**config.mk**
```make
export PLATFORM = sky130hd
export DESIGN_NAME = pulse_gated_steering_drive
export DESIGN_NICKNAME = d
export VERILOG_FILES = /design/src/rtl/psd_pkg.sv /design/src/rtl/psd_ctrl.sv /design/src/rtl/psd_dp.sv /design/src/rtl/pulse_gated_steering_drive.sv
export SDC_FILE = /design/constraint.sdc
export NUM_CORES = 1
export LEC_CHECK = 0
export BUFFER_PORTS_ARGS = -buffer_cell sky130_fd_sc_hd__buf_2
export CAP_MARGIN = 10
export CORE_MARGIN = 2
export CORE_UTILIZATION = 40
export CTS_BUF_LIST = sky130_fd_sc_hd__clkbuf_4 sky130_fd_sc_hd__clkbuf_8
export DETAILED_ROUTE_END_ITERATION = 8
export GPL_TIMING_DRIVEN = 0
export MAX_ROUTING_LAYER = met4
export PLACE_DENSITY = 0.66
export SKIP_CTS_REPAIR_TIMING = 1
export SYNTH_ARGS = -nofsm -noshare
export SYNTH_HDL_FRONTEND = slang
export SYNTH_HIERARCHICAL = 1
export SYNTH_SLANG_ARGS = --single-unit
```
**constraint.sdc**
```tcl
create_clock -name clk -period 12.27 [get_ports clk]
set_input_delay 2.454 -clock clk [delete_from_list [all_inputs] [get_ports clk]]
set_output_delay 2.454 -clock clk [all_outputs]
set_load 0.02 [all_outputs]
```
**src/rtl/psd_pkg.sv**
```systemverilog
// Package for the pulse-gated steering drive.
// It holds the shared widths, register indexes, reset values and the
// controller-to-datapath command and status types. It has no dependencies.
package psd_pkg;

  localparam int ANGLE_W = 16;
  localparam int TIME_W  = 32;
  localparam int LEVEL_W = 8;
  localparam int SPAN_W  = 16;
  localparam int PROD_W  = SPAN_W + LEVEL_W;
  localparam int DIV_STEPS = PROD_W;
  localparam int CNT_W   = $clog2(DIV_STEPS);
  localparam int CFG_IDX_W  = 3;
  localparam int CFG_DATA_W = 16;
  localparam int IN_W    = ANGLE_W + TIME_W;
  localparam int OUT_W   = 2 * LEVEL_W;

  typedef enum logic [CFG_IDX_W-1:0] {
    REG_DEADZONE_LOW  = 3'd0,
    REG_DEADZONE_HIGH = 3'd1,
    REG_LEFT_LIMIT    = 3'd2,
    REG_RIGHT_LIMIT   = 3'd3,
    REG_FULL_POWER    = 3'd4,
    REG_LOW_POWER     = 3'd5,
    REG_PULSE_PERIOD  = 3'd6,
    REG_PULSE_LENGTH  = 3'd7
  } cfg_idx_t;

  localparam logic signed [ANGLE_W-1:0] RST_DEADZONE_LOW  = -16'sd10;
  localparam logic signed [ANGLE_W-1:0] RST_DEADZONE_HIGH = 16'sd10;
  localparam logic signed [ANGLE_W-1:0] RST_LEFT_LIMIT    = -16'sd100;
  localparam logic signed [ANGLE_W-1:0] RST_RIGHT_LIMIT   = 16'sd100;
  localparam logic [LEVEL_W-1:0]        RST_FULL_POWER    = 8'd255;
  localparam logic [LEVEL_W-1:0]        RST_LOW_POWER     = 8'd102;
  localparam logic [15:0]               RST_PULSE_PERIOD  = 16'd100;
  localparam logic [15:0]               RST_PULSE_LENGTH  = 16'd50;

  // What the drive outputs should be for the current word.
  typedef enum logic [2:0] {
    KIND_ZERO   = 3'd0,
    KIND_FULL_L = 3'd1,
    KIND_FULL_R = 3'd2,
    KIND_LERP_L = 3'd3,
    KIND_LERP_R = 3'd4
  } kind_t;

  typedef struct packed {
    logic load;
    logic classify;
    logic mul;
    logic div_step;
    logic finish;
  } cmd_t;

  typedef struct packed {
    logic lerp;
    logic out_free;
  } status_t;

endpackage

```
**src/rtl/psd_ctrl.sv**
```systemverilog
// Controller for the pulse-gated steering drive.
// Sequences load, classify, multiply, divide and finish steps of the datapath.
// Depends on psd_pkg.
module psd_ctrl (
  input  logic              clk,
  input  logic              rst,
  input  logic              s_tvalid,
  output logic              s_tready,
  input  psd_pkg::status_t  status,
  output psd_pkg::cmd_t     cmd
);

  typedef enum logic [4:0] {
    S_IDLE  = 5'b00001,
    S_CLASS = 5'b00010,
    S_MUL   = 5'b00100,
    S_DIV   = 5'b01000,
    S_DONE  = 5'b10000
  } state_t;

  state_t                     state, state_next;
  logic [psd_pkg::CNT_W-1:0]  div_cnt, div_cnt_next;

  always_ff @(posedge clk) begin
    if (rst) begin
      state   <= S_IDLE;
      div_cnt <= '0;
    end else begin
      state   <= state_next;
      div_cnt <= div_cnt_next;
    end
  end

  always_comb begin
    state_next   = state;
    div_cnt_next = div_cnt;
    cmd          = '0;
    s_tready     = 1'b0;
    unique case (state)
      S_IDLE: begin
        s_tready = 1'b1;
        if (s_tvalid) begin
          cmd.load   = 1'b1;
          state_next = S_CLASS;
        end
      end
      S_CLASS: begin
        cmd.classify = 1'b1;
        state_next   = S_MUL;
      end
      S_MUL: begin
        // Only interpolated levels need the multiply and divide.
        if (status.lerp) begin
          cmd.mul      = 1'b1;
          div_cnt_next = '0;
          state_next   = S_DIV;
        end else begin
          state_next = S_DONE;
        end
      end
      S_DIV: begin
        cmd.div_step = 1'b1;
        div_cnt_next = div_cnt + 1'b1;
        if (div_cnt == psd_pkg::CNT_W'(psd_pkg::DIV_STEPS - 1)) begin
          state_next = S_DONE;
        end
      end
      S_DONE: begin
        if (status.out_free) begin
          cmd.finish = 1'b1;
          state_next = S_IDLE;
        end
      end
      default: begin
        state_next = S_IDLE;
      end
    endcase
  end

endmodule

```
**src/rtl/psd_dp.sv**
```systemverilog
// Datapath for the pulse-gated steering drive.
// Holds the configuration registers, pulse gate state, multiplier, a
// restoring divider and the output register. Depends on psd_pkg.
module psd_dp (
  input  logic                              clk,
  input  logic                              rst,
  input  logic [psd_pkg::IN_W-1:0]          s_tdata,
  output logic                              m_tvalid,
  input  logic                              m_tready,
  output logic [psd_pkg::OUT_W-1:0]         m_tdata,
  input  logic                              cfg_valid,
  output logic                              cfg_ready,
  input  logic [psd_pkg::CFG_IDX_W-1:0]     cfg_index,
  input  logic [psd_pkg::CFG_DATA_W-1:0]    cfg_data,
  input  psd_pkg::cmd_t                     cmd,
  output psd_pkg::status_t                  status
);

  localparam int AW = psd_pkg::ANGLE_W;
  localparam int LW = psd_pkg::LEVEL_W;
  localparam int SW = psd_pkg::SPAN_W;
  localparam int PW = psd_pkg::PROD_W;
  localparam int TW = psd_pkg::TIME_W;
  localparam int RW = PW + 2;

  logic signed [AW-1:0] deadzone_low, deadzone_high, left_limit, right_limit;
  logic [LW-1:0]        full_power, low_power;
  logic [15:0]          pulse_period, pulse_length;

  logic [TW-1:0]        pulse_start_ms;
  logic                 pulse_on;
  logic signed [AW-1:0] angle;

  psd_pkg::kind_t       kind, kind_next;
  logic [SW-1:0]        dx, span;
  logic [LW-1:0]        mag, out_a;
  logic                 neg;
  logic [PW-1:0]        quot;
  logic [SW-1:0]        rem;

  assign cfg_ready = 1'b1;

  // Configuration writes.
  always_ff @(posedge clk) begin
    if (rst) begin
      deadzone_low  <= psd_pkg::RST_DEADZONE_LOW;
      deadzone_high <= psd_pkg::RST_DEADZONE_HIGH;
      left_limit    <= psd_pkg::RST_LEFT_LIMIT;
      right_limit   <= psd_pkg::RST_RIGHT_LIMIT;
      full_power    <= psd_pkg::RST_FULL_POWER;
      low_power     <= psd_pkg::RST_LOW_POWER;
      pulse_period  <= psd_pkg::RST_PULSE_PERIOD;
      pulse_length  <= psd_pkg::RST_PULSE_LENGTH;
    end else if (cfg_valid) begin
      unique case (psd_pkg::cfg_idx_t'(cfg_index))
        psd_pkg::REG_DEADZONE_LOW:  deadzone_low  <= cfg_data;
        psd_pkg::REG_DEADZONE_HIGH: deadzone_high <= cfg_data;
        psd_pkg::REG_LEFT_LIMIT:    left_limit    <= cfg_data;
        psd_pkg::REG_RIGHT_LIMIT:   right_limit   <= cfg_data;
        psd_pkg::REG_FULL_POWER:    full_power    <= cfg_data[LW-1:0];
        psd_pkg::REG_LOW_POWER:     low_power     <= cfg_data[LW-1:0];
        psd_pkg::REG_PULSE_PERIOD:  pulse_period  <= cfg_data;
        psd_pkg::REG_PULSE_LENGTH:  pulse_length  <= cfg_data;
        default: ;
      endcase
    end
  end

  // Pulse gate, updated as the word is taken.
  logic [TW-1:0] now_in, elapsed;
  assign now_in  = s_tdata[AW +: TW];
  assign elapsed = now_in - pulse_start_ms;

  always_ff @(posedge clk) begin
    if (rst) begin
      pulse_start_ms <= '0;
      pulse_on       <= 1'b0;
    end else if (cmd.load) begin
      if (elapsed > {16'b0, pulse_period}) begin
        pulse_on       <= 1'b1;
        pulse_start_ms <= now_in;
      end else if (elapsed > {16'b0, pulse_length}) begin
        pulse_on <= 1'b0;
      end
    end
  end

  always_ff @(posedge clk) begin
    if (cmd.load) begin
      angle <= s_tdata[AW-1:0];
    end
  end

  // Classification and interpolation operands.
  logic signed [AW:0]  lo_a, lo_b;
  logic [LW-1:0]       sel_a, sel_b;
  logic signed [AW:0]  dx_w, span_w;
  logic signed [LW:0]  odiff;
  logic [LW:0]         odiff_abs;

  always_comb begin
    kind_next = psd_pkg::KIND_ZERO;
    lo_a      = {left_limit[AW-1], left_limit};
    lo_b      = {deadzone_low[AW-1], deadzone_low};
    sel_a     = full_power;
    sel_b     = low_power;
    if (angle >= deadzone_low && angle <= deadzone_high) begin
      kind_next = psd_pkg::KIND_ZERO;
    end else if (!pulse_on) begin
      kind_next = psd_pkg::KIND_ZERO;
    end else if (angle < left_limit) begin
      kind_next = psd_pkg::KIND_FULL_L;
    end else if (angle < deadzone_low) begin
      kind_next = psd_pkg::KIND_LERP_L;
    end else if (angle > right_limit) begin
      kind_next = psd_pkg::KIND_FULL_R;
    end else if (angle > deadzone_high) begin
      kind_next = psd_pkg::KIND_LERP_R;
      lo_a      = {deadzone_high[AW-1], deadzone_high};
      lo_b      = {right_limit[AW-1], right_limit};
      sel_a     = low_power;
      sel_b     = full_power;
    end
    dx_w      = {angle[AW-1], angle} - lo_a;
    span_w    = lo_b - lo_a;
    odiff     = $signed({1'b0, sel_b}) - $signed({1'b0, sel_a});
    odiff_abs = odiff[LW] ? (~odiff + 1'b1) : odiff;
  end

  // On an interpolated path, dx lies in 0..span and span is positive.
  always_ff @(posedge clk) begin
    if (rst) begin
      kind <= psd_pkg::KIND_ZERO;
    end else if (cmd.classify) begin
      kind <= kind_next;
    end
  end

  always_ff @(posedge clk) begin
    if (cmd.classify) begin
      dx    <= dx_w[SW-1:0];
      span  <= span_w[SW-1:0];
      mag   <= odiff_abs[LW-1:0];
      neg   <= odiff[LW];
      out_a <= sel_a;
    end
  end

  assign status.lerp = (kind == psd_pkg::KIND_LERP_L) || (kind == psd_pkg::KIND_LERP_R);

  // Restoring divider: quot starts as the product and shifts in quotient bits.
  logic [SW:0] trial, trial_diff;
  logic        ge;
  assign trial      = {rem, quot[PW-1]};
  assign trial_diff = trial - {1'b0, span};
  assign ge         = (trial >= {1'b0, span});

  always_ff @(posedge clk) begin
    if (cmd.mul) begin
      quot <= dx * mag;
      rem  <= '0;
    end else if (cmd.div_step) begin
      quot <= {quot[PW-2:0], ge};
      rem  <= ge ? trial_diff[SW-1:0] : trial[SW-1:0];
    end
  end

  // Final level: out_a plus the signed, truncated quotient, clamped to 0..255.
  logic signed [RW-1:0] q_s, lvl;
  logic [LW-1:0]        lvl_sat, right_lvl, left_lvl;

  always_comb begin
    q_s = $signed({2'b0, quot});
    if (neg) begin
      q_s = -q_s;
    end
    lvl = $signed({{(RW-LW){1'b0}}, out_a}) + q_s;
    if (lvl < 0) begin
      lvl_sat = '0;
    end else if (lvl > $signed(RW'(255))) begin
      lvl_sat = '1;
    end else begin
      lvl_sat = lvl[LW-1:0];
    end
    right_lvl = '0;
    left_lvl  = '0;
    case (kind)
      psd_pkg::KIND_FULL_L: left_lvl  = full_power;
      psd_pkg::KIND_FULL_R: right_lvl = full_power;
      psd_pkg::KIND_LERP_L: left_lvl  = lvl_sat;
      psd_pkg::KIND_LERP_R: right_lvl = lvl_sat;
      default: ;
    endcase
  end

  // Output register.
  assign status.out_free = !m_tvalid || m_tready;

  always_ff @(posedge clk) begin
    if (rst) begin
      m_tvalid <= 1'b0;
    end else if (cmd.finish) begin
      m_tvalid <= 1'b1;
    end else if (m_tready) begin
      m_tvalid <= 1'b0;
    end
  end

  always_ff @(posedge clk) begin
    if (cmd.finish) begin
      m_tdata <= {left_lvl, right_lvl};
    end
  end

endmodule

```
**src/rtl/pulse_gated_steering_drive.sv**
```systemverilog
// Pulse-gated steering drive, top level.
// Each input word holds a steering angle and the millisecond time; the block
// updates its drive pulse gate and returns one word with the two H-bridge
// levels.
//
// Channels: the s_ stream takes input words, the m_ stream returns results,
// and the cfg channel writes the eight setup registers by index. cfg_ready is
// always high.
// Steps: after acceptance each word is classified, then interpolated levels
// are multiplied and divided by the 24-step restoring divider, one quotient
// bit a cycle, before the result is registered. One word is worked on at a
// time and s_tready returns as the result is registered, so no new word is
// taken while one is in progress.
// A finished result waits in the output register while the next word is
// taken; if the receiver still stalls when that word is finished, the block
// holds it and s_tready stays low until the output register frees.
// Reset clears the pulse gate (pulse off, start time zero), loads the default
// register values and empties the output register.
// Depends on psd_pkg, psd_ctrl and psd_dp.
module pulse_gated_steering_drive (
  input  logic                            clk,
  input  logic                            rst,
  input  logic                            s_tvalid,
  output logic                            s_tready,
  input  logic [psd_pkg::IN_W-1:0]        s_tdata,   // angle[15:0], now_ms[47:16]
  output logic                            m_tvalid,
  input  logic                            m_tready,
  output logic [psd_pkg::OUT_W-1:0]       m_tdata,   // drive_right[7:0], drive_left[15:8]
  input  logic                            cfg_valid,
  output logic                            cfg_ready,
  input  logic [psd_pkg::CFG_IDX_W-1:0]   cfg_index,
  input  logic [psd_pkg::CFG_DATA_W-1:0]  cfg_data
);

  psd_pkg::cmd_t    cmd;
  psd_pkg::status_t status;

  psd_ctrl u_ctrl (
    .clk      (clk),
    .rst      (rst),
    .s_tvalid (s_tvalid),
    .s_tready (s_tready),
    .status   (status),
    .cmd      (cmd)
  );

  psd_dp u_dp (
    .clk       (clk),
    .rst       (rst),
    .s_tdata   (s_tdata),
    .m_tvalid  (m_tvalid),
    .m_tready  (m_tready),
    .m_tdata   (m_tdata),
    .cfg_valid (cfg_valid),
    .cfg_ready (cfg_ready),
    .cfg_index (cfg_index),
    .cfg_data  (cfg_data),
    .cmd       (cmd),
    .status    (status)
  );

endmodule

```
## After elaboration in Yosys (flattened, before gate mapping)

Index checks and enable logic that the tools add are counted.

| storage, ports and cells | value |
|---|---|
| register bits after elaboration | 280 |
| input port bits | 72 |
| output and inout port bits | 19 |
| word-level logic and storage cells | 146 |

| cells by class | value |
|---|---|
| add/subtract/negate cells | 9 |
| $mul | 1 |
| $lt $le $gt $ge | 11 |
| equal/unequal tests | 21 |
| multiplexer cells | 59 |
| bitwise logic cells | 1 |
| reduce and logical (&&, ||, !) cells | 21 |

Operators with widths:

| operator | number |
|---|---|
| $mux 16 | 13 |
| $mux 8 | 15 |
| $gt 32x16->1 | 2 |
| $mux 24 | 2 |
| $sub 16x16->16 | 3 |
| $gt 16x16->1 | 2 |
| $lt 16x16->1 | 2 |
| $pmux 8 s2 | 2 |
| $sub 32x32->32 | 1 |
| $add 9x26->26 | 1 |
| $gt 26x9->1 const B | 1 |
| $lt 26x1->1 const B | 1 |
| $mux 26 | 1 |
| $neg 24->26 | 1 |
| $mux 5 | 5 |
| $pmux 5 s5 | 1 |
| $mul 16x8->24 | 1 |
| $reduce_and 2->1 | 11 |
| $mux 3 | 6 |
| $ge 17x16->1 | 1 |
| $ge 16x16->1 | 1 |
| $le 16x16->1 | 1 |
| $eq 3x3->1 const B | 5 |
| $mux 1 | 13 |
| other kinds (20) | 31 |

## Logic depth before layout (Yosys ltp)

Gate-level depths: netlist of the first run.

| logic depth | value |
|---|---|
| depth in word-level cells | 11 |
| gate-level depth with buffers | 24 |
| depth with buffers taken out | 23 |

## Cells and area by module

Netlist of the first run, hierarchy kept.

Modules (own cells, without submodules):

| module | instances | cells each | area an instance (sq um) |
|---|---|---|---|
| psd_dp | 1 | 2567 | 22565.4 |
| psd_ctrl | 1 | 65 | 554.3 |

## Least setup slack after synthesis of the first run

Ideal clock, no wire load.

| timing | value |
|---|---|
| kind | input-to-reg |
| start | in s_tdata[16] (netlist bit) |
| end | reg u_dp.pulse_start_ms[0] |
| data arrival time | 6.024 ns |
| required time | 12.152 ns |
| setup slack | 6.128 ns |
| cell stages on the path | 21 |
| buffers on the path | 2 |
| cells stage by stage | inv_1 > ha_1 > inv_1 > fa_1 > a211oi_1 > o21ai_1 > o21ai_1 > nand2_1 > a21o_1 > a21oi_1 > xnor2_1 > ha_1 > nand4_1 > or4_1 > nand2_1 > and3_1 > nand4_1 > o41a_1 > buf_6 > buf_12 > mux2i_1 |

| on the way | value |
|---|---|
| word-level cells in the longest chain between the ends | 3 |

Ends and longest elaborated chain:

| item | line | RTL |
|---|---|---|
| from (decl) | pulse_gated_steering_drive.sv:25 | `input logic [psd_pkg::IN_W-1:0] s_tdata,` |
| $sub 32x32->32 | psd_dp.sv:72 | `assign elapsed = now_in - pulse_start_ms;` |
| $gt 32x16->1 | psd_dp.sv:79 | `if (elapsed > {16'b0, pulse_period}) begin` |
| $reduce_and 2->1 (no source line) | - |  |
| to (signal assigned) | psd_dp.sv:81 | `pulse_start_ms <= now_in;` |
| to (decl) | psd_dp.sv:30 | `logic [TW-1:0] pulse_start_ms;` |

Parallel ways exist; a longest one is shown, timed or not.
A chain may end at the register's enable or synchronous reset.

## Final worst setup path of the first run

| timing | value |
|---|---|
| start | reg u_dp.angle[1] |
| end | reg u_dp.dx[14], data pin |

| on the way | value |
|---|---|
| word-level cells in the longest chain between the ends | 8 |
| elaborated cells between the ends (all ways) | 14 |
| classes of those cells | add/sub: 1; order compare: 6; mux: 6; reduce/logical: 1 |

Ends and longest elaborated chain:

| item | line | RTL |
|---|---|---|
| from (decl) | psd_dp.sv:32 | `logic signed [AW-1:0] angle;` |
| from (signal assigned) | psd_dp.sv:90 | `angle <= s_tdata[AW-1:0];` |
| $gt 16x16->1 | psd_dp.sv:117 | `end else if (angle > deadzone_high) begin` |
| $mux 16 | psd_dp.sv:117 |  |
| $mux 16 | psd_dp.sv:115 | `end else if (angle > right_limit) begin` |
| $mux 16 | psd_dp.sv:113 | `end else if (angle < deadzone_low) begin` |
| $mux 16 | psd_dp.sv:111 | `end else if (angle < left_limit) begin` |
| $mux 16 | psd_dp.sv:109 | `end else if (!pulse_on) begin` |
| $mux 16 | psd_dp.sv:107 | `if (angle >= deadzone_low && angle <= deadzone_high) begin` |
| $sub 16x16->16 (*) | psd_dp.sv:124 | `dx_w = {angle[AW-1], angle} - lo_a;` |
| via u_dp.dx_w[14] | psd_dp.sv:97 | `logic signed [AW:0] dx_w, span_w;` |
| to (signal assigned) | psd_dp.sv:141 | `dx <= dx_w[SW-1:0];` |
| to (decl) | psd_dp.sv:35 | `logic [SW-1:0] dx, span;` |

The timed path passes the listed nets; every way through them passes the cells marked *.

==> impl_summary.log, run 1 <==
[metrics] Worst Setup Slack post-DPL: 5330 ps
[metrics] number of flops mapped to enable cells by yosys: 105
[metrics] switching part of the total: 32.5%
[metrics] end of the worst register-to-register path: u_dp/dx[14]$_DFFE_PP_
[metrics] switching pwr: 0.000955 W
[metrics] H-tree level count: 2
[metrics] unrepaired setup endpoints after global routing: false
[metrics] max-slew violation total from the final report: 0
[metrics] maximum number of pins on one net before global-route repair: 41
[metrics] sequential element share of the synthesized area: 28.8%
[metrics] max FFs per register: 32
[metrics] clock buffer depth: 3
[metrics] CTS tree: yes
[metrics] hold violation count in the final report: 0
[metrics] final period utilization: 57.6%
[metrics] via count of the routed design: 19200
[metrics] static leakage: 10.8 nW
[metrics] Setup CP Type: reg2reg
[metrics] slew at the pin closest to its max-slew limit: 1170 ps
[metrics] drt via density: 5.38
[metrics] Synth area leader: dfxtp_1
[metrics] global-route usage over all layers: 21.9%
[metrics] synthesized netlist cell count: 2632
[metrics] element type at the critical path end: flip-flop
[metrics] most used flip-flop cell after synthesis: dfxtp_1
[metrics] Req. time, crit path: 12720 ps
[metrics] number of warning messages in the yosys log: 6
[metrics] number of antenna violations at the first check in global routing: 1
[metrics] Arrival @ worst endpoint: 7520 ps
[metrics] Layout Skew: 29.8 ps
[metrics] highest fanout seen on the critical path: 10
[metrics] DRT Wirelength: 63300 microns
[metrics] share of the synthesized area in the top cell type: 15.2%
[metrics] final critical delay including setup and external delays: 7060 ps
[metrics] top-level port count: 91
[metrics] total grt overflow: 0
[metrics] Fin Setup TNS: 0 ps
[metrics] DR WL/cell: 17.7 microns
[metrics] Hold WC Path Type: reg2reg
[metrics] Root Driver: clkbuf_8
[metrics] number of global-route vias before repair: 19400
[metrics] number of DRC markers after the initial detailed-route iteration: 1300
[metrics] max-cap violation count: 0
[metrics] Setup crit start: u_dp/angle[1]$_DFFE_PP_
[metrics] Slew Limit Headroom: 21.5%
[metrics] reg-to-reg critical path startpoint: u_dp/angle[1]$_DFFE_PP_
[metrics] height of the die: 244 microns
[metrics] Final GP Congestion: 0.916
[metrics] global-route wire length before repair: 102000 microns
[metrics] Final setup viols: 0
[metrics] Net Count, Synth: 3029
[metrics] minimum setup slack in the final design: 5210 ps
[metrics] Clock Pin Slew Worst Setup and Hold Paths: 60 ps
[metrics] worst supply voltage drop on vdd: 0.0000859 V
[metrics] Final ANT Viol Nets: 0
[metrics] Cell Pwr Density: 114 mW/mm^2
[metrics] Most flops, register: u_dp/pulse_start_ms
[metrics] Register-to-Register Path Depth: 22
[metrics] number of library cell types mapped by synthesis: 99
[metrics] Seq pwr share: 35.4%
[metrics] fraction of power consumed by the clock network: 34.8%
[metrics] #FFs+latches synth: 280
[metrics] core area: 0.0574 sq mm
[metrics] end point of the critical path: u_dp/dx[14]$_DFFE_PP_
[metrics] maximum achievable frequency: 142 MHz
[metrics] element type at the critical path start: flip-flop
[metrics] outcome: finished, final reports clean
[metrics] clock latency on the worst-skew pair: 630 ps
[metrics] TritonCTS buffer count: 50
[metrics] signed area change from the synthesized netlist to the final layout: 11.1%
[metrics] starting utilization of the core area: 40.3%
[metrics] FF-to-FF setup slack: 5210 ps
[metrics] buffers added on ports: 81
[metrics] Die ar.: 0.0597 sq mm
[metrics] post-synth design cell area: 0.0231 sq mm
[metrics] TritonCTS sink count: 280
[metrics] main area contributors after synthesis: dfxtp_1, edfxtp_1, ha_1, fa_1, nand2_1
[metrics] Internal Dissipation: 0.00198 W
[metrics] remaining routing DRC violations: 0
[metrics] 1st-pass router iterations: 6
[metrics] Die Wd: 244 microns
[metrics] share of total power in combinational logic: 29.8%
[metrics] number of core rows: 88
[metrics] fraction of final layout cells sized beyond drive strength 1: 10.0%
[metrics] asr flop ratio synth: 0%
[metrics] largest registers: u_dp/pulse_start_ms: 32 flops, u_dp/quot: 24 flops
[metrics] post-layout net count: 3164
[metrics] average instance area after synthesis: 8.78 sq um
[metrics] post-detailed-placement half-perimeter wirelength: 49900 microns
[worst max-delay path: stages (launching register included)]
cell	delay [ps]
edfxtp_1	580
ha_1	370
a21o_1	120
a21oi_1	70
o21ai_0	450
o21a_1	170
o31ai_1	150
a2111oi_1	1060
clkbuf_1	710
nor2_1	130
a21oi_1	470
inv_1	140
fa_1	450
nor2b_1	120
o21ai_0	110
a21boi_0	290
o21ai_0	160
a21boi_0	270
o21ai_0	150
a21boi_0	280
o21ai_0	180
a2111o_1	390
o211ai_1	90
[metrics by stage]
| stage | power (W) | instance area (sq um) | std cells | hold slack [ps] | utilization [%] |
|---|---|---|---|---|---|
| 2_1_floorplan | 0.00170 | 23100 | 2632 | 418 | - |
| 3_3_place_gp | 0.00191 | 24500 | 3478 | 442 | 42.7 |
| 3_5_place_dp | 0.00193 | 24500 | 3479 | 452 | 42.7 |
| 4_1_cts | 0.00297 | 25700 | 3571 | 460 | 44.8 |
| 5_1_grt | 0.00313 | 25700 | 3573 | 476 | 44.8 |
| 6_report | 0.00294 | 25700 | 3573 | 459 | 44.8 |
[worst min-delay path by stage]
stage	startpoint	to	depth (start not counted)
final	u_dp/pulse_length[14]$_SDFFE_PP0P_	u_dp/pulse_length[14]$_SDFFE_PP0P_	2
after global routing	u_dp/pulse_length[3]$_SDFFE_PP0P_	u_dp/pulse_length[3]$_SDFFE_PP0P_	2
after CTS	u_dp/pulse_length[6]$_SDFFE_PP0P_	u_dp/pulse_length[6]$_SDFFE_PP0P_	2
after detailed placement	u_dp/pulse_length[6]$_SDFFE_PP0P_	u_dp/pulse_length[6]$_SDFFE_PP0P_	2
after global placement	u_dp/rem[15]$_SDFFE_PP0P_	u_dp/rem[15]$_SDFFE_PP0P_	2
after floorplan	u_dp/rem[15]$_SDFFE_PP0P_	u_dp/rem[15]$_SDFFE_PP0P_	2
[cell usage after synthesis (21+ instances only)]
master	number
nand2_1	314
inv_1	291
ha_1	235
a21oi_1	186
dfxtp_1	175
nor2_1	143
edfxtp_1	105
fa_1	90
nand2b_1	90
o21ai_0	82
clkbuf_1	69
xnor2_1	68
mux2i_1	65
and2_1	60
a211o_1	47
nor2b_1	47
xor2_1	40
a21o_1	36
nand4_1	36
nor3_1	35
nand3_1	34
mux2_2	31
a211oi_1	23
o21a_1	22
or3_1	21
[placed cells by master (no fill, tap or decap), drive strengths merged, types with 65 or more instances in the layout]
cell type  count
nand2        314
inv          293
ha           235
a21oi        186
dfxtp        175
clkbuf       148
nor2         144
buf          108
edfxtp       105
o21ai         95
nand2b        91
fa            90
xnor2         68
mux2i         65
[per-layer routing]
metal	global-route usage, %	vias up	share of wire (%)
met5	-	-	0
li1	-	9401	-
met3	3.08	115	4.8
met4	6.67	0	2.7
met1	26.3	9236	43
met2	38.0	459	49
[cell type report]
class / count / area (sq um)
sequential: 280 / 6660
fill: 5513 / 31700
buffer: 101 / 493
clock buffer: 72 / 910
tap: 765 / 957
clock inverter: 20 / 265
timing repair buffer: 83 / 433
antenna: 1 / 2.50
inverter: 292 / 1100
multi-input combinational: 1959 / 14900
[logic make-up after synthesis]
family	synth area share [%]
AO/OA/AOI/OAI	16.3
XOR/XNOR	4.16
adder cells (fa/ha/maj)	20.5
buffers and inverters	6.88
flip-flops	28.8
multiplexers	4.32
other	0.0162
AND/OR/NAND/NOR	19.0
[power by group through the flow]
stage	combinational [W]	clock, W	sequential [W]
2_1_floorplan	0.000655	0	0.00104
3_3_place_gp	0.000850	0	0.00106
3_5_place_dp	0.000872	0	0.00106
4_1_cts	0.000880	0.00105	0.00104
5_1_grt	0.000992	0.00109	0.00104
6_report	0.000876	0.00102	0.00104
(Power assumes the default switching activity.)
==> run 2: changes to the inputs <==
--- a/config.mk
+++ b/config.mk
@@ -5,6 +5,7 @@
 export SDC_FILE = /design/constraint.sdc
 export NUM_CORES = 1
 export LEC_CHECK = 0
+export ABC_AREA = 1
 export BUFFER_PORTS_ARGS = -buffer_cell sky130_fd_sc_hd__buf_2
 export CAP_MARGIN = 10
 export CORE_MARGIN = 2
==> constraint.sdc (replaced) <==
create_clock -name clk -period 7.25 [get_ports clk]
set_input_delay 1.45 -clock clk [delete_from_list [all_inputs] [get_ports clk]]
set_output_delay 1.45 -clock clk [all_outputs]
set_load 0.02 [all_outputs]
==> impl_summary.log, run 2 <==
[metrics] reg-to-reg critical path startpoint: u_dp/angle[15]$_DFFE_PP_ (was u_dp/angle[1]$_DFFE_PP_)
[metrics] Final ANT Viol Nets: 0 (unchanged)
[metrics] asr flop ratio synth: 0% (unchanged)
[metrics] max FFs per register: 32 (unchanged)
[metrics] Register-to-Register Path Depth: 24 (was 22)
[metrics] hold violation count in the final report: 0 (unchanged)
[metrics] number of antenna violations at the first check in global routing: 2 (was 1)
[metrics] max-slew violation total from the final report: 0 (unchanged)
[metrics] share of total power in combinational logic: 36.7% (was 29.8%)
[metrics] fraction of power consumed by the clock network: 29.5% (was 34.8%)
[metrics] share of the synthesized area in the top cell type: 15.0% (was 15.2%)
[metrics] static leakage: 12.7 nW (was 10.8 nW)
[metrics] Req. time, crit path: 7590 ps (was 12720 ps)
[metrics] number of DRC markers after the initial detailed-route iteration: 1469 (was 1300)
[metrics] clock buffer depth: 3 (unchanged)
[metrics] worst supply voltage drop on vdd: 0.000148 V (was 0.0000859 V)
[metrics] Cell Pwr Density: 204 mW/mm^2 (was 114 mW/mm^2)
[metrics] remaining routing DRC violations: 0 (unchanged)
[metrics] maximum achievable frequency: 156 MHz (was 142 MHz)
[metrics] H-tree level count: 2 (unchanged)
[metrics] most used flip-flop cell after synthesis: dfxtp_1 (unchanged)
[metrics] source of the worst hold timing path: u_dp/rem[15]$_SDFFE_PP0P_ (was u_dp/pulse_length[14]$_SDFFE_PP0P_)
[metrics] Fin Setup TNS: 0 ps (unchanged)
[metrics] post-layout net count: 3722 (was 3164)
[metrics] #FFs+latches synth: 280 (unchanged)
[metrics] post-detailed-placement half-perimeter wirelength: 51000 microns (was 49900 microns)
[metrics] Most flops, register: u_dp/pulse_start_ms (unchanged)
[metrics] number of instances in the placed design: 4040 (was 3479)
[metrics] Internal Dissipation: 0.00333 W (was 0.00198 W)
[metrics] Final setup viols: 0 (unchanged)
[metrics] fraction of final layout cells sized beyond drive strength 1: 8.47% (was 10.0%)
[metrics] Worst Hold Endpoint: u_dp/rem[15]$_SDFFE_PP0P_ (was u_dp/pulse_length[14]$_SDFFE_PP0P_)
[metrics] core area: 0.0578 sq mm (was 0.0574 sq mm)
[metrics] DR WL/cell: 15.5 microns (was 17.7 microns)
[metrics] slew at the pin closest to its max-slew limit: 1120 ps (was 1170 ps)
[metrics] TritonCTS buffer count: 48 (was 50)
[metrics] average instance area after synthesis: 7.36 sq um (was 8.78 sq um)
[metrics] clock latency on the worst-skew pair: 620 ps (was 630 ps)
[metrics] signed area change from the synthesized netlist to the final layout: 10.7% (was 11.1%)
[metrics] Post-synth top cells: nand2_1, inv_1, ha_1 (unchanged)
[metrics] Net Count, Synth: 3581 (was 3029)
[metrics] 1st-pass router iterations: 5 (was 6)
[metrics] instance count along the most critical hold path: 2 (unchanged)
[metrics] number of global-route vias before repair: 20300 (was 19400)
[metrics] buffers added on ports: 88 (was 81)
[metrics] Synth area leader: dfxtp_1 (unchanged)
[metrics] sequential element share of the synthesized area: 28.4% (was 28.8%)
[metrics] TritonCTS sink count: 280 (unchanged)
[metrics] Clock Pin Slew Worst Setup and Hold Paths: 60 ps (about the same)
[metrics] Final GP Congestion: 0.942 (was 0.916)
[metrics] starting utilization of the core area: 40.5% (was 40.3%)
[metrics] post-detailed-placement cell area: 0.0249 sq mm (was 0.0245 sq mm)
[metrics] total grt overflow: 0 (unchanged)
[metrics] top-level port count: 91 (unchanged)
[metrics] highest fanout seen on the critical path: 10 (unchanged)
[metrics] number of core rows: 88 (unchanged)
[metrics] commonest non-fill, non-tap cell in the layout: nand2_1 (unchanged)
[metrics] Hold WC Path Type: reg2reg (unchanged)
[metrics] outcome: finished, final reports clean (unchanged)
[metrics] Die ar.: 0.0605 sq mm (was 0.0597 sq mm)
[metrics] final cell area excluding filler cells: 0.0259 sq mm (was 0.0257 sq mm)
[metrics] number of flops mapped to enable cells by yosys: 105 (unchanged)
[metrics] global-route usage over all layers: 22.1% (was 21.9%)
[metrics] element type at the critical path end: flip-flop (unchanged)
[metrics] drt via density: 5.07 (was 5.38)
[metrics] most used standard cell by instance count after synthesis: nand2_1 (unchanged)
[metrics] number of library cell types mapped by synthesis: 60 (was 99)
[metrics] global-route wire length before repair: 105000 microns (was 102000 microns)
[metrics] max-cap violation count: 0 (unchanged)
[metrics] switching part of the total: 36.9% (was 32.5%)
[metrics] Arrival @ worst endpoint: 6760 ps (was 7520 ps)
[metrics] Non-Filler Instances: 4131 (was 3573)
[metrics] main area contributors after synthesis: dfxtp_1, edfxtp_1, ha_1, nand2_1, inv_1 (was dfxtp_1, edfxtp_1, ha_1, fa_1, nand2_1)
[metrics] unrepaired setup endpoints after global routing: false (unchanged)
[metrics] height of the die: 246 microns (was 244 microns)
[metrics] Die Wd: 246 microns (was 244 microns)
[metrics] Slew Limit Headroom: 25.0% (was 21.5%)
[metrics] DRT Wirelength: 64200 microns (was 63300 microns)
[metrics] final period utilization: 88.6% (was 57.6%)
[metrics] Setup CP Type: reg2reg (unchanged)
[metrics] switching pwr: 0.00195 W (was 0.000955 W)
[metrics] largest registers: u_dp/pulse_start_ms: 32 flops, u_dp/quot: 24 flops (unchanged)
[metrics] highest-count cells in the layout ignoring fill and taps: nand2_1, inv_1, ha_1 (unchanged)
[metrics] Root Driver: clkbuf_8 (unchanged)
[metrics] Seq pwr share: 33.7% (was 35.4%)
[metrics] final critical delay including setup and external delays: 6420 ps (was 7060 ps)
[metrics] post-synth design cell area: 0.0234 sq mm (was 0.0231 sq mm)
[metrics] CTS tree: yes (unchanged)
[metrics] element type at the critical path start: flip-flop (unchanged)
[metrics] number of warning messages in the yosys log: 6 (unchanged)
[metrics] FF-to-FF setup slack: 830 ps (was 5210 ps)
[metrics] end of the worst register-to-register path: u_dp/span[15]$_DFFE_PP_ (was u_dp/dx[14]$_DFFE_PP_)
[metrics] maximum number of pins on one net before global-route repair: 45 (was 41)
[metrics] Layout Skew: 22.8 ps (was 29.8 ps)
[metrics] synthesized netlist cell count: 3184 (was 2632)
[metrics] via count of the routed design: 21000 (was 19200)
==> run 2: area by class of cell <==
| class | instances | area [sq um] |
|---|---|---|
| antenna | 3 | 7.51 |
| timing repair buffer | 91 | 487 |
| inverter | 523 | 1960 |
| sequential | 280 | 6660 |
| clock inverter | 7 | 65.1 |
| multi-input combinational | 2283 | 14400 |
| clock buffer | 81 | 983 |
| buffer | 98 | 390 |
| fill | 5933 | 31900 |
| tap | 765 | 957 |
==> run 2: power by group through the flow <==
stage / clock network [W] / logic [W] / registers [W]
detailed placement: 0 / 0.00192 / 0.00181
finish: 0.00156 / 0.00194 / 0.00178
global placement: 0 / 0.00190 / 0.00181
global route: 0.00167 / 0.00222 / 0.00179
CTS: 0.00161 / 0.00193 / 0.00178
floorplan: 0 / 0.00141 / 0.00180
==> run 2: cells by family after synthesis <==
group / after synthesis / synth area share [%]
and+or+nand+nor: 1285 / 23.8
buffers and inverters: 621 / 10.0
AOI/OAI and AO/OA: 573 / 13.8
adders and majority gates: 325 / 20.2
DFF: 280 / 28.4
xor gates and xnor gates: 98 / 3.66
other: 1 / 0.0160
muxes: 1 / 0.0427
==> run 2: worst max-delay path by stage <==
stage	from	to	slack, ps	depth (start not counted)
4_1_cts	u_dp/angle[15]$_DFFE_PP_	u_dp/span[15]$_DFFE_PP_	930	24
2_1_floorplan	u_dp/mag[4]$_DFFE_PP_	u_dp/quot[18]$_DFFE_PP_	2450	18
5_1_grt	u_dp/angle[15]$_DFFE_PP_	u_dp/span[15]$_DFFE_PP_	440	24
3_5_place_dp	u_dp/angle[15]$_DFFE_PP_	u_dp/span[15]$_DFFE_PP_	950	24
6_report	u_dp/angle[15]$_DFFE_PP_	u_dp/span[15]$_DFFE_PP_	830	24
3_3_place_gp	u_dp/angle[15]$_DFFE_PP_	u_dp/span[15]$_DFFE_PP_	1010	24
==> run 2: through the flow <==
stage	total power [W]	utilization, %	worst slack (ps)	hold WS [ps]
floorplan	0.00321	-	2450	427
global placement	0.00371	42.9	1010	444
detailed placement	0.00373	43.0	948	448
CTS	0.00532	44.8	932	458
global route	0.00568	44.9	445	482
finish	0.00528	44.9	828	456
==> run 2: worst max-delay path, stage by stage (launching register included) <==
cell,delay (ps)
edfxtp_1,500
ha_1,400
nand4_1,180
nor3_1,580
nand2_1,130
nand2_1,100
xor2_1,360
a21oi_2,130
nand3_1,230
buf_2,330
clkbuf_1,400
o21ai_0,270
ha_1,410
nand2_1,90
nor2_1,40
a211oi_1,460
o21bai_1,200
a21oi_1,280
o21ai_0,190
a21boi_0,300
o21ai_0,150
nand2_1,120
nand2_1,90
nand3_1,90
nand2_1,120
==> run 2: routing by layer <==
layer / vias up / global-route usage [%] / part of all wire, %
met5: - / - / 0
met4: 0 / 6.47 / 2.7
met3: 93 / 2.31 / 5.0
met2: 506 / 36.5 / 47
met1: 9722 / 28.7 / 46
li1: 10600 / - / -
==> run 3: changes to the inputs <==
--- a/config.mk
+++ b/config.mk
@@ -9,12 +9,12 @@
 export BUFFER_PORTS_ARGS = -buffer_cell sky130_fd_sc_hd__buf_2
 export CAP_MARGIN = 10
 export CORE_MARGIN = 2
-export CORE_UTILIZATION = 40
+export CORE_UTILIZATION = 45
 export CTS_BUF_LIST = sky130_fd_sc_hd__clkbuf_4 sky130_fd_sc_hd__clkbuf_8
 export DETAILED_ROUTE_END_ITERATION = 8
 export GPL_TIMING_DRIVEN = 0
 export MAX_ROUTING_LAYER = met4
-export PLACE_DENSITY = 0.66
+export PLACE_DENSITY = 0.71
 export SKIP_CTS_REPAIR_TIMING = 1
 export SYNTH_ARGS = -nofsm -noshare
 export SYNTH_HDL_FRONTEND = slang
==> impl_summary.log, run 3 (synthesis results as in run 2) <==
[metrics] Final GP Congestion: 0.977 (was 0.942)
[metrics] highest fanout seen on the critical path: 10 (unchanged)
[metrics] Most flops, register: u_dp/pulse_start_ms (unchanged)
[metrics] number of DRC markers after the initial detailed-route iteration: 1411 (was 1469)
[metrics] unrepaired setup endpoints after global routing: false (unchanged)
[metrics] reg-to-reg critical path startpoint: u_dp/angle[15]$_DFFE_PP_ (unchanged)
[metrics] maximum number of pins on one net before global-route repair: 47 (was 45)
[metrics] highest-count cells in the layout ignoring fill and taps: nand2_1, inv_1, ha_1 (unchanged)
[metrics] largest registers: u_dp/pulse_start_ms: 32 flops, u_dp/quot: 24 flops (unchanged)
[metrics] Root Driver: clkbuf_8 (unchanged)
[metrics] clock buffer depth: 3 (unchanged)
[metrics] top-level port count: 91 (unchanged)
[metrics] Slew Limit Headroom: 28.4% (was 25.0%)
[metrics] H-tree level count: 2 (unchanged)
[metrics] end point of the critical path: u_dp/dx[15]$_DFFE_PP_ (was u_dp/span[15]$_DFFE_PP_)
[metrics] TritonCTS sink count: 280 (unchanged)
[metrics] Setup CP Type: reg2reg (unchanged)
[metrics] post-detailed-placement half-perimeter wirelength: 49900 microns (was 51000 microns)
[metrics] end of the worst register-to-register path: u_dp/dx[15]$_DFFE_PP_ (was u_dp/span[15]$_DFFE_PP_)
[metrics] Setup crit start: u_dp/angle[15]$_DFFE_PP_ (unchanged)
[metrics] share of total power in combinational logic: 37.0% (was 36.7%)
[metrics] Req. time, crit path: 7620 ps (was 7590 ps)
[metrics] final critical delay including setup and external delays: 6370 ps (was 6420 ps)
[metrics] max-cap violation count: 0 (unchanged)
[metrics] remaining routing DRC violations: 0 (unchanged)
[metrics] core area: 0.0514 sq mm (was 0.0578 sq mm)
[metrics] core utilization of the finished layout: 50.2% (was 44.9%)
[metrics] global-route wire length before repair: 102000 microns (was 105000 microns)
[metrics] Seq pwr share: 33.9% (was 33.7%)
[metrics] outcome: finished, final reports clean (unchanged)
[metrics] max FFs per register: 32 (unchanged)
[metrics] Die Wd: 232 microns (was 246 microns)
[metrics] Hold WC Path Type: reg2reg (unchanged)
[metrics] Register-to-Register Path Depth: 24 (unchanged)
[metrics] Layout Skew: 55.4 ps (was 22.8 ps)
[metrics] hold violation count in the final report: 0 (unchanged)
[metrics] final period utilization: 87.8% (was 88.6%)
[metrics] post-layout net count: 3723 (was 3722)
[metrics] Final ANT Viol Nets: 0 (unchanged)
[metrics] number of core rows: 83 (was 88)
[metrics] buffers added on ports: 88 (unchanged)
[metrics] Cell Pwr Density: 204 mW/mm^2 (about the same)
[metrics] global-route usage over all layers: 24.2% (was 22.1%)
[metrics] Final setup viols: 0 (unchanged)
[metrics] static leakage: 12.7 nW (about the same)
[metrics] TritonCTS buffer count: 49 (was 48)
[metrics] switching pwr: 0.00197 W (was 0.00195 W)
[metrics] Fin Setup TNS: 0 ps (unchanged)
[metrics] starting utilization of the core area: 45.6% (was 40.5%)
[metrics] Clock Pin Slew Worst Setup and Hold Paths: 60 ps (about the same)
[metrics] signed area change from the synthesized netlist to the final layout: 10.1% (was 10.7%)
[metrics] fraction of final layout cells sized beyond drive strength 1: 8.38% (was 8.47%)
[metrics] via count of the routed design: 21100 (was 21000)
[metrics] fraction of power consumed by the clock network: 29.1% (was 29.5%)
[metrics] number of fill cells in the layout: 5144 (was 5933)
[metrics] maximum achievable frequency: 157 MHz (was 156 MHz)
[metrics] element type at the critical path end: flip-flop (unchanged)
[metrics] FF-to-FF setup slack: 880 ps (was 830 ps)
[metrics] Die ar.: 0.0539 sq mm (was 0.0605 sq mm)
[metrics] drt via density: 5.22 (was 5.07)
[metrics] total grt overflow: 0 (unchanged)
[metrics] number of global-route vias before repair: 19800 (was 20300)
[metrics] element type at the critical path start: flip-flop (unchanged)
[metrics] commonest non-fill, non-tap cell in the layout: nand2_1 (unchanged)
[metrics] number of antenna violations at the first check in global routing: 1 (was 2)
[metrics] worst supply voltage drop on vdd: 0.000192 V (was 0.000148 V)
[metrics] DR WL/cell: 15.5 microns (about the same)
[metrics] switching part of the total: 37.4% (was 36.9%)
[metrics] clock latency on the worst-skew pair: 650 ps (was 620 ps)
[metrics] max-slew violation total from the final report: 0 (unchanged)
[metrics] CTS tree: yes (unchanged)
[metrics] Arrival @ worst endpoint: 6740 ps (was 6760 ps)
[metrics] DRT Wirelength: 62800 microns (was 64200 microns)
[metrics] 1st-pass router iterations: 5 (unchanged)
[metrics] height of the die: 232 microns (was 246 microns)
[metrics] Internal Dissipation: 0.00329 W (was 0.00333 W)
[metrics] slew at the pin closest to its max-slew limit: 1070 ps (was 1120 ps)
[run 3: cell types whose count changed in the layout (fill, tap and decap cells not counted), moves of 2 or more]
| cell | previous run | this run |
|---|---|---|
| clkbuf_4 | 21 | 16 |
| clkinv_1 | 1 | 5 |
| clkbuf_8 | 60 | 62 |
| diode_2 | 3 | 1 |
[run 3: how the worst min path moves through the flow]
stage / from / end / slack (ps) / cells after the start
after global routing: u_dp/rem[15]$_SDFFE_PP0P_ / u_dp/rem[15]$_SDFFE_PP0P_ / 480 / 2
final: u_dp/rem[15]$_SDFFE_PP0P_ / u_dp/rem[15]$_SDFFE_PP0P_ / 460 / 2
after CTS: u_dp/rem[15]$_SDFFE_PP0P_ / u_dp/rem[15]$_SDFFE_PP0P_ / 460 / 2
after floorplan: u_dp/rem[15]$_SDFFE_PP0P_ / u_dp/rem[15]$_SDFFE_PP0P_ / 430 / 2
after global placement: u_dp/rem[15]$_SDFFE_PP0P_ / u_dp/rem[15]$_SDFFE_PP0P_ / 450 / 2
after detailed placement: u_dp/rem[15]$_SDFFE_PP0P_ / u_dp/rem[15]$_SDFFE_PP0P_ / 450 / 2
[run 3: layout make-up]
| type | count | area [sq um] | area share [%] |
|---|---|---|---|
| multi-input cells | 2283 | 14400 | 55.9 |
| flip-flops and latches | 280 | 6660 | 25.8 |
| inverters | 523 | 1960 | 7.61 |
| clock buffers | 78 | 973 | 3.77 |
| well taps | 680 | 851 | 3.30 |
| repair buffers | 91 | 483 | 1.87 |
| plain buffers | 98 | 390 | 1.51 |
| clock inverters | 11 | 62.6 | 0.242 |
| diodes | 1 | 2.50 | 0.00970 |
[run 3: power by group through the flow]
stage               sequential [W]  combinational (W)  clock, W
floorplan                  0.00180            0.00141         0
global placement           0.00181            0.00189         0
detailed placement         0.00181            0.00192         0
CTS                        0.00178            0.00193   0.00157
global route               0.00179            0.00220   0.00164
finish                     0.00178            0.00195   0.00153
[run 3: worst max-delay path, cell delays in order, from the launching register on]
cell      delay, ps
edfxtp_1        520
ha_1            420
nand4_1         160
nor3_1          640
nand2_1         110
nand2_1          90
xor2_1          380
a21oi_2         130
nand3_1         210
buf_2           310
clkbuf_1        430
o21ai_0         280
ha_1            420
nand2_1          70
o21a_1          210
o21ai_0         420
a31oi_1         220
o21ai_0         310
a21boi_0        210
o21ai_0         220
nand2_1          70
nand2_1          80
inv_1            40
nand2_1          60
nand2_1         110
[run 3: metrics by stage]
stage                     worst slack, ps  std cells  hold WS, ps  area, sq um  power [W]
after floorplan                      2450       3184          427        23400    0.00321
after global placement               1040       3952          445        24700    0.00370
after detailed placement              957       3955          447        24800    0.00373
after CTS                            1010       4044          457        25800    0.00528
after global routing                  538       4044          479        25800    0.00563
final                                 882       4045          457        25800    0.00526
[run 3: metal layers]
layer  wire length, microns  share of wire, %  global-route usage [%]
met1                  28100                45                    31.8
met2                  29600                47                    39.1
met4                   1370               2.2                    6.27
met5                      0                 0                       -
met3                   3740               6.0                    3.38
